File: src/design/iss_pkg.sv
// ----------------------------------------------------------------------------
// iss_pkg
// operation codes and controller/datapath interface types
// ----------------------------------------------------------------------------
package iss_pkg;

   typedef enum logic [2:0] {
      OP_ADD      = 3'd0,
      OP_REMOVE   = 3'd1,
      OP_CONTAINS = 3'd2,
      OP_CLEAR    = 3'd3,
      OP_DUMP     = 3'd4
   } op_type;

   // controller to datapath
   typedef struct packed {
      logic load;         // latch the accepted item
      logic scan_start;   // restart the store scan
      logic scan_run;     // issue the next scan read
      logic fetch_last;   // read the last occupied entry
      logic write_add;    // append the item value
      logic write_move;   // move the last entry into the hit slot
      logic mark_drop;    // remember that the add was refused
      logic clear_count;  // empty the set
      logic dump_next;    // advance the dump to the next member
      logic rsp_single;   // load a single result
      logic rsp_member;   // load a dump member result
   } cmd_type;

   // datapath to controller
   typedef struct packed {
      logic [2:0] op;
      logic       scan_done;
      logic       found;
      logic       full;
      logic       empty;
      logic       out_free;
      logic       dump_last;
   } status_type;

endpackage

File: src/design/iss_dpath.sv
// ----------------------------------------------------------------------------
// iss_dpath
// entry memory, member count, scan compare and result register
// ----------------------------------------------------------------------------
module iss_dpath #(
   parameter int CAPACITY = 16,
   localparam int IW = (CAPACITY > 1) ? $clog2(CAPACITY) : 1,
   localparam int CW = $clog2(CAPACITY + 1)
) (
   input  logic                clock,
   input  logic                reset,
   input  logic [2:0]          req_op,
   input  logic signed [31:0]  req_value,
   input  iss_pkg::cmd_type    cmd,
   output iss_pkg::status_type status,
   input  logic                rsp_stall,
   output logic                rsp_valid,
   output logic                rsp_found,
   output logic                rsp_dropped,
   output logic [CW-1:0]       rsp_count,
   output logic signed [31:0]  rsp_member,
   output logic                rsp_member_valid,
   output logic                rsp_last
);
   import iss_pkg::*;

   logic signed [31:0] mem [CAPACITY];

   logic [2:0]         op_ff;
   logic signed [31:0] value_ff;
   logic [CW-1:0]      count_ff;
   logic [CW-1:0]      scan_cnt_ff;
   logic [CW-1:0]      emit_cnt_ff;
   logic signed [31:0] rd_data_ff;
   logic               cmp_vld_ff;
   logic [IW-1:0]      cmp_idx_ff;
   logic [IW-1:0]      hit_idx_ff;
   logic               found_ff;
   logic               drop_ff;
   logic signed [31:0] prev_ff;
   logic               have_prev_ff;
   logic signed [31:0] best_ff;
   logic               best_vld_ff;

   logic               rsp_valid_ff;
   logic               rsp_found_ff;
   logic               rsp_dropped_ff;
   logic [CW-1:0]      rsp_count_ff;
   logic signed [31:0] rsp_member_ff;
   logic               rsp_member_valid_ff;
   logic               rsp_last_ff;

   logic               scan_issue;
   logic [CW-1:0]      count_dec;
   logic [IW-1:0]      rd_addr;
   logic               wr_en;
   logic [IW-1:0]      wr_addr;
   logic signed [31:0] wr_data;
   logic               cmp_hit;
   logic               take_best;
   logic [CW:0]        emit_next;
   logic               dump_last;
   logic               out_free;

   assign scan_issue = cmd.scan_run && (scan_cnt_ff < count_ff);
   assign count_dec  = count_ff - 1'b1;
   assign rd_addr    = cmd.fetch_last ? count_dec[IW-1:0] : scan_cnt_ff[IW-1:0];

   assign wr_en   = cmd.write_add || cmd.write_move;
   assign wr_addr = cmd.write_add ? count_ff[IW-1:0] : hit_idx_ff;
   assign wr_data = cmd.write_add ? value_ff : rd_data_ff;

   assign cmp_hit   = cmp_vld_ff && (rd_data_ff == value_ff);
   // next dump member: smallest entry above the one sent last
   assign take_best = cmp_vld_ff
                      && (!have_prev_ff || (rd_data_ff > prev_ff))
                      && (!best_vld_ff || (rd_data_ff < best_ff));

   assign emit_next = {1'b0, emit_cnt_ff} + 1'b1;
   assign dump_last = (emit_next == {1'b0, count_ff});
   assign out_free  = !rsp_valid_ff || !rsp_stall;

   always_comb begin
      status           = '0;
      status.op        = op_ff;
      status.scan_done = (scan_cnt_ff == count_ff) && !cmp_vld_ff;
      status.found     = found_ff;
      status.full      = (count_ff == CW'(CAPACITY));
      status.empty     = (count_ff == '0);
      status.out_free  = out_free;
      status.dump_last = dump_last;
   end

   // entry memory, one write and one registered read per cycle
   always_ff @(posedge clock) begin
      if (wr_en) begin
         mem[wr_addr] <= wr_data;
      end
      rd_data_ff <= mem[rd_addr];
   end

   always_ff @(posedge clock) begin
      if (reset) begin
         count_ff     <= '0;
         cmp_vld_ff   <= 1'b0;
         scan_cnt_ff  <= '0;
         emit_cnt_ff  <= '0;
         found_ff     <= 1'b0;
         drop_ff      <= 1'b0;
         have_prev_ff <= 1'b0;
         best_vld_ff  <= 1'b0;
      end else begin
         cmp_vld_ff <= scan_issue;
         if (scan_issue) begin
            scan_cnt_ff <= scan_cnt_ff + 1'b1;
         end
         if (cmp_hit) begin
            found_ff <= 1'b1;
         end
         if (take_best) begin
            best_vld_ff <= 1'b1;
         end
         if (cmd.scan_start) begin
            scan_cnt_ff <= '0;
            found_ff    <= 1'b0;
            best_vld_ff <= 1'b0;
         end
         if (cmd.load) begin
            drop_ff      <= 1'b0;
            have_prev_ff <= 1'b0;
            emit_cnt_ff  <= '0;
         end
         if (cmd.mark_drop) begin
            drop_ff <= 1'b1;
         end
         if (cmd.dump_next) begin
            have_prev_ff <= 1'b1;
            emit_cnt_ff  <= emit_cnt_ff + 1'b1;
         end
         if (cmd.clear_count) begin
            count_ff <= '0;
         end else if (cmd.write_add) begin
            count_ff <= count_ff + 1'b1;
         end else if (cmd.write_move) begin
            count_ff <= count_dec;
         end
      end
   end

   always_ff @(posedge clock) begin
      cmp_idx_ff <= scan_cnt_ff[IW-1:0];
      if (cmp_hit) begin
         hit_idx_ff <= cmp_idx_ff;
      end
      if (take_best) begin
         best_ff <= rd_data_ff;
      end
      if (cmd.load) begin
         op_ff    <= req_op;
         value_ff <= req_value;
      end
      if (cmd.dump_next) begin
         prev_ff <= best_ff;
      end
   end

   // result register
   always_ff @(posedge clock) begin
      if (reset) begin
         rsp_valid_ff <= 1'b0;
      end else if (cmd.rsp_single || cmd.rsp_member) begin
         rsp_valid_ff <= 1'b1;
      end else if (!rsp_stall) begin
         rsp_valid_ff <= 1'b0;
      end
   end

   always_ff @(posedge clock) begin
      if (cmd.rsp_single) begin
         rsp_found_ff        <= found_ff;
         rsp_dropped_ff      <= drop_ff;
         rsp_count_ff        <= count_ff;
         rsp_member_ff       <= '0;
         rsp_member_valid_ff <= 1'b0;
         rsp_last_ff         <= 1'b1;
      end else if (cmd.rsp_member) begin
         rsp_found_ff        <= 1'b0;
         rsp_dropped_ff      <= 1'b0;
         rsp_count_ff        <= count_ff;
         rsp_member_ff       <= best_ff;
         rsp_member_valid_ff <= 1'b1;
         rsp_last_ff         <= dump_last;
      end
   end

   assign rsp_valid        = rsp_valid_ff;
   assign rsp_found        = rsp_found_ff;
   assign rsp_dropped      = rsp_dropped_ff;
   assign rsp_count        = rsp_count_ff;
   assign rsp_member       = rsp_member_ff;
   assign rsp_member_valid = rsp_member_valid_ff;
   assign rsp_last         = rsp_last_ff;

endmodule

File: src/design/iss_ctrl.sv
// ----------------------------------------------------------------------------
// iss_ctrl
// operation sequencer: scan, update, dump passes and result hand-off
// ----------------------------------------------------------------------------
module iss_ctrl (
   input  logic                clock,
   input  logic                reset,
   input  logic                req_valid,
   output logic                req_stall,
   input  iss_pkg::status_type status,
   output iss_pkg::cmd_type    cmd
);
   import iss_pkg::*;

   typedef enum logic [7:0] {
      ST_IDLE     = 8'b0000_0001,
      ST_DISPATCH = 8'b0000_0010,
      ST_SCAN     = 8'b0000_0100,
      ST_FETCH    = 8'b0000_1000,
      ST_MOVE     = 8'b0001_0000,
      ST_RESP     = 8'b0010_0000,
      ST_DSCAN    = 8'b0100_0000,
      ST_EMIT     = 8'b1000_0000
   } state_type;

   state_type state_ff;
   state_type state_in;

   assign req_stall = (state_ff != ST_IDLE);

   always_comb begin
      state_in = state_ff;
      cmd      = '0;
      unique case (state_ff)
         ST_IDLE: begin
            if (req_valid) begin
               cmd.load       = 1'b1;
               cmd.scan_start = 1'b1;
               state_in       = ST_DISPATCH;
            end
         end
         ST_DISPATCH: begin
            case (status.op)
               OP_ADD, OP_REMOVE, OP_CONTAINS: begin
                  state_in = ST_SCAN;
               end
               OP_CLEAR: begin
                  cmd.clear_count = 1'b1;
                  state_in        = ST_RESP;
               end
               OP_DUMP: begin
                  state_in = status.empty ? ST_RESP : ST_DSCAN;
               end
               default: begin
                  state_in = ST_RESP;
               end
            endcase
         end
         ST_SCAN: begin
            cmd.scan_run = 1'b1;
            if (status.scan_done) begin
               state_in = ST_RESP;
               if (status.op == OP_ADD) begin
                  if (!status.found) begin
                     if (status.full) begin
                        cmd.mark_drop = 1'b1;
                     end else begin
                        cmd.write_add = 1'b1;
                     end
                  end
               end else if (status.op == OP_REMOVE && status.found) begin
                  state_in = ST_FETCH;
               end
            end
         end
         ST_FETCH: begin
            cmd.fetch_last = 1'b1;
            state_in       = ST_MOVE;
         end
         ST_MOVE: begin
            cmd.write_move = 1'b1;
            state_in       = ST_RESP;
         end
         ST_RESP: begin
            if (status.out_free) begin
               cmd.rsp_single = 1'b1;
               state_in       = ST_IDLE;
            end
         end
         ST_DSCAN: begin
            cmd.scan_run = 1'b1;
            if (status.scan_done) begin
               state_in = ST_EMIT;
            end
         end
         ST_EMIT: begin
            if (status.out_free) begin
               cmd.rsp_member = 1'b1;
               cmd.dump_next  = 1'b1;
               if (status.dump_last) begin
                  state_in = ST_IDLE;
               end else begin
                  cmd.scan_start = 1'b1;
                  state_in       = ST_DSCAN;
               end
            end
         end
         default: begin
            state_in = ST_IDLE;
         end
      endcase
   end

   always_ff @(posedge clock) begin
      if (reset) begin
         state_ff <= ST_IDLE;
      end else begin
         state_ff <= state_in;
      end
   end

endmodule

File: src/design/integer_set_store_core.sv
// ----------------------------------------------------------------------------
// integer_set_store_core
// set of distinct signed 32-bit integers with add, remove, contains, clear
// and sorted dump
// ----------------------------------------------------------------------------
//  channel  dir  handshake             payload
//  req      in   req_valid/req_stall   req_op, req_value
//  rsp      out  rsp_valid/rsp_stall   rsp_found, rsp_dropped, rsp_count,
//                                      rsp_member, rsp_member_valid, rsp_last
//
//  one entry scanned a cycle; add, contains and remove scan the set, a remove
//  hit then fetches the last entry and moves it into the hit slot; clear, empty
//  dump and other codes skip the scan; a dump rescans the set for each member
//  the next transfer in is taken the cycle after the last result loads
//  reset empties the set at once; no clearing pass
//  a stalled result holds the controller in its hand-off state
// ----------------------------------------------------------------------------
module integer_set_store_core #(
   parameter int CAPACITY = 16
) (
   input  logic                               clock,
   input  logic                               reset,
   input  logic                               req_valid,
   output logic                               req_stall,
   input  logic [2:0]                         req_op,
   input  logic signed [31:0]                 req_value,
   output logic                               rsp_valid,
   input  logic                               rsp_stall,
   output logic                               rsp_found,
   output logic                               rsp_dropped,
   output logic [$clog2(CAPACITY + 1)-1:0]    rsp_count,
   output logic signed [31:0]                 rsp_member,
   output logic                               rsp_member_valid,
   output logic                               rsp_last
);
   import iss_pkg::*;

   cmd_type    cmd;
   status_type status;

   iss_ctrl u_ctrl (
      .clock     (clock),
      .reset     (reset),
      .req_valid (req_valid),
      .req_stall (req_stall),
      .status    (status),
      .cmd       (cmd)
   );

   iss_dpath #(
      .CAPACITY (CAPACITY)
   ) u_dpath (
      .clock            (clock),
      .reset            (reset),
      .req_op           (req_op),
      .req_value        (req_value),
      .cmd              (cmd),
      .status           (status),
      .rsp_stall        (rsp_stall),
      .rsp_valid        (rsp_valid),
      .rsp_found        (rsp_found),
      .rsp_dropped      (rsp_dropped),
      .rsp_count        (rsp_count),
      .rsp_member       (rsp_member),
      .rsp_member_valid (rsp_member_valid),
      .rsp_last         (rsp_last)
   );

endmodule

File: config.mk
export PLATFORM = sky130hd
export DESIGN_NAME = integer_set_store_core
export DESIGN_NICKNAME = d
export VERILOG_FILES = /design/src/design/iss_pkg.sv /design/src/design/iss_dpath.sv /design/src/design/iss_ctrl.sv /design/src/design/integer_set_store_core.sv
export SDC_FILE = /design/constraint.sdc
export NUM_CORES = 1
export LEC_CHECK = 0
export BUFFER_PORTS_ARGS = -buffer_cell sky130_fd_sc_hd__buf_2
export CAP_MARGIN = 15
export CORE_UTILIZATION = 47
export DETAILED_ROUTE_END_ITERATION = 12
export HOLD_SLACK_MARGIN = 0.06
export SYNTH_ARGS = -nofsm -noshare
export SYNTH_HDL_FRONTEND = slang
export SYNTH_HIERARCHICAL = 1
export SYNTH_SLANG_ARGS = --single-unit
File: constraint.sdc
create_clock -name clock -period 5.5 [get_ports clock]
set_input_delay 0 -clock clock [delete_from_list [all_inputs] [get_ports clock]]
set_output_delay 0 -clock clock [all_outputs]
set_load 0.03 [all_outputs]
==> metrics.log <==
[metrics] remaining design rule violation count: 0
[metrics] antenna violations before repair: 3
[metrics] Final Power: between 10000 and 15000 uW
[metrics] CP required: 5.71 ns
[metrics] core area: 0.0607 sq mm
[metrics] Cell Pwr Density: around 330 mW/mm^2
[metrics] count of state elements after synthesis: 721
[metrics] most numerous cell in the Yosys netlist: sky130_fd_sc_hd__edfxtp_1
[metrics] Synth warnings: 6
[metrics] share of layout cells above drive strength 1: between 20% and 30%
[metrics] CP startpoint kind: flip-flop
[metrics] total congestion overflow: 0
[metrics] Net Switching: around 2200 uW
[metrics] leading post-synthesis cells by cell area: sky130_fd_sc_hd__edfxtp_1 64%, sky130_fd_sc_hd__mux4_2 9.9%, sky130_fd_sc_hd__dfxtp_1 6.8%, sky130_fd_sc_hd__ha_1 3.1%, sky130_fd_sc_hd__mux2i_1 2.2%
[metrics] Initial DRC Count: 1182
[metrics] clock network power share: 45.0%
[metrics] max-slew violations: 0
[metrics] Max H-tree Level: 3
[metrics] final count of hold timing violations: 0
[metrics] number of buffers created by CTS: 76
[metrics] unrepaired setup endpoints after global routing: no
[metrics] Layout Area Growth over Synthesis: 15.1%
[metrics] setup-violating endpoint count in the final report: 0
[metrics] Detail Route Antenna Nets: 0
[metrics] MaxCap Viol Count: 0
[metrics] mean post-synth cell area: 17.7 sq um
[metrics] length of the first detailed-routing pass in iterations: 5
[metrics] Bufs on Longest Clock Path: 3
[metrics] Post-Route Setup TNS: 0 ns
[metrics] portion of synthesized cell area occupied by the leading cell type: approximately 64%
[metrics] run status: finished clean
[metrics] number of primary I/O pins: just over 80
[metrics] sequential area share after synthesis: 71.2%
[metrics] count of flip-flops with a built-in enable after synthesis: 622
[metrics] headroom to the max-slew limit: 18.9%
[metrics] Clk Tree Root Cell: sky130_fd_sc_hd__clkbuf_16
[metrics] clock latency of the later-clocked register in the worst-skew pair: 0.61 ns
[metrics] number of instances in the synthesized netlist: 1644
[metrics] DP HPWL: roughly 42 mm
[metrics] nets in the synthesized netlist: 1756
[metrics] final clock period utilization by the worst path: 83.6%
[metrics] pin count of the biggest net entering global routing: 89
[metrics] Worst-path clk slew: 0.06 ns
[metrics] highest net fanout along the worst path: 32
[metrics] Post-Route Hold Slack: 0.101 ns
[metrics] Seq pwr share: between 50% and 60%
[metrics] Total Routed Length: 64.8 mm
[metrics] WS Path Type: reg -> reg
[metrics] Clock Skews: about 0.024 ns
[metrics] Placed Cells incl. Taps: between 2000 and 2500
[metrics] area leader, netlist: sky130_fd_sc_hd__edfxtp_1
[metrics] final routed wire length divided by cell count: 24.5 um
[metrics] detailed-route via count: 15123
[metrics] die width: 251 um
[metrics] Clock Sink Count: 721
[metrics] global router's overall resource usage: 21.0%
[metrics] # rows: 90
[metrics] CP Data Arrival Time: 4.81 ns
[metrics] final non-filler cell total: between 2000 and 3000
[metrics] Hold Crit Class: in -> reg
[metrics] Port-buffer cells: 81
[metrics] final core occ: 55.1%
[metrics] area of the mapped netlist: between 0.02 and 0.03 sq mm
[metrics] combinational share of power: under 10%
[metrics] Total Nets Final: approximately 1900
[metrics] leakage: approximately 0.011 uW
[metrics] sw frac: just under 20%
[metrics] fraction of synthesis flops using an asynchronous set or reset pin: 0%
[metrics] cell types with the highest counts after synthesis: 622 x sky130_fd_sc_hd__edfxtp_1, 128 x sky130_fd_sc_hd__mux4_2, 99 x sky130_fd_sc_hd__dfxtp_1
[metrics] Die Y-Extent: roughly 250 um
[metrics] Ant. Diodes: 0
[metrics] Routability Congestion: 0.823
[metrics] Cell Int Power: about 8900 uW
[metrics] number of global-route vias before repair: 15351
[metrics] via density per instance: 5.71
[metrics] top_reg_cell synth: sky130_fd_sc_hd__edfxtp_1
[metrics] die footprint: 0.0628 sq mm
[metrics] TritonCTS clock tree: built
[metrics] slew at the pin with the worst max-slew slack: 1.21 ns
[metrics] Distinct cells, synth: 65
[metrics] initial core utilization: 47.8%
[metrics] kind of end point of the critical path: flip-flop
[metrics] f_max: 0.217 GHz
[metrics] Final min period: 4.60 ns
[metrics] highest ir drop seen on vdd: 183 uV
[metrics] wire length of the first global-routing pass: just under 100 mm
## through the flow
stage / worst slack (ns) / area, sq um
finish: 0.900 / 33400
global route: 0.587 / 33400
CTS: 0.879 / 33400
detailed placement: 0.910 / 30500
global placement: 0.986 / 30400
floorplan: 0.964 / 29000
## final timing paths
path | startpoint | endpoint | slack (ns) | depth (start not counted)
max reg2reg | u_dpath/count_ff[2] | u_dpath/mem[4][19] | 0.90 | 9
min | req_value[22] | u_dpath/value_ff[22] | 0.10 | 2
max | u_dpath/count_ff[2] | u_dpath/mem[4][19] | 0.90 | 9
min reg2reg | u_dpath/cmp_idx_ff[2] | u_dpath/hit_idx_ff[2] | 0.40 | 0
## registers in the layout, summed over array words and instances (netlist names), 3 cells and up
name	count
u_dpath/mem	512
u_dpath/rsp_count	5
u_dpath/hit_idx_ff	4
u_dpath/rd_data_ff	32
u_dpath/best_ff	32
u_dpath/op_ff	3
u_dpath/cmp_idx_ff	4
u_dpath/scan_cnt_ff	5
u_ctrl/state_ff	8
u_dpath/value_ff	32
u_dpath/emit_cnt_ff	5
u_dpath/prev_ff	32
u_dpath/count_ff	5
u_dpath/rsp_member	32
## cells by family (layout without fill, tap and decap cells)
| logic type | Yosys count | count (layout) | share of synthesized area [%] |
|---|---|---|---|
| AOI/OAI and AO/OA | 168 | 168 | 3.74 |
| xor gates and xnor gates | 50 | 50 | 1.51 |
| adders and majority gates | 73 | 73 | 3.15 |
| buffers and inverters | 154 | 378 | 2.52 |
| DFF | 721 | 721 | 71.2 |
| muxes | 224 | 224 | 13.4 |
| and+or+nand+nor | 254 | 254 | 4.55 |
## placed cells by master, fill, tap and decap left out, drive strengths merged, types with 6 or more instances in the layout
cell type,synthesis,layout
o211ai,6,6
clkbuf,21,104
dfxtp,99,99
mux4,128,128
edfxtp,622,622
nand2,28,28
o21ai,10,10
nor4,10,10
nand3,15,15
nor2b,41,41
a21oi,70,70
mux2i,65,65
dlygate4sd3,0,40
mux2,31,31
clkinvlp,0,6
ha,73,73
xnor2,42,42
a211oi,37,37
a21o,12,12
inv,84,86
buf,49,114
nor3,17,17
nand4,24,24
xor2,8,8
clkinv,0,24
a31oi,6,6
nor2,94,94
## power groups by stage
stage	sequential (uW)	combinational, uW	clock, uW
final	5950	151	4980
after global routing	5950	165	5290
after CTS	5950	155	5100
after detailed placement	6060	132	0
after global placement	6060	131	0
after floorplan	6040	74.1	0
## worst max-delay path, stage by stage (launching register included)
cell	delay, ns
sky130_fd_sc_hd__dfxtp_1	0.62
sky130_fd_sc_hd__inv_1	0.14
sky130_fd_sc_hd__ha_1	0.31
sky130_fd_sc_hd__nand3_1	0.09
sky130_fd_sc_hd__nor3_1	0.30
sky130_fd_sc_hd__nand2_1	0.09
sky130_fd_sc_hd__or4_1	0.49
sky130_fd_sc_hd__nor2_4	0.52
sky130_fd_sc_hd__a32oi_1	0.55
sky130_fd_sc_hd__nor2_4	1.04
## layer usage
layer	vias to the layer above	share of wire, %	global-route usage [%]
li1	6790	-	-
met1	7845	46	30.7
met2	406	47	32.8
met3	80	5.8	3.64
met4	2	1.7	5.66
met5	-	0.020	0
## cell type report
cell class | instances | area, sq um
clock buffer | 104 | 2140
timing repair buffer | 154 | 1200
inverter | 84 | 315
multi-input combinational | 769 | 7820
clock inverter | 36 | 309
tap | 782 | 978
fill | 4754 | 27300
sequential | 721 | 20700
## timing repair
item	in CTS	in global routing
setup buffers	0	0
hold buffers	40	0
setup endpoints to repair	0	0
hold endpoints to repair	64	0
resized for setup	0	0
No activity file was read; power rests on OpenSTA's default activity.
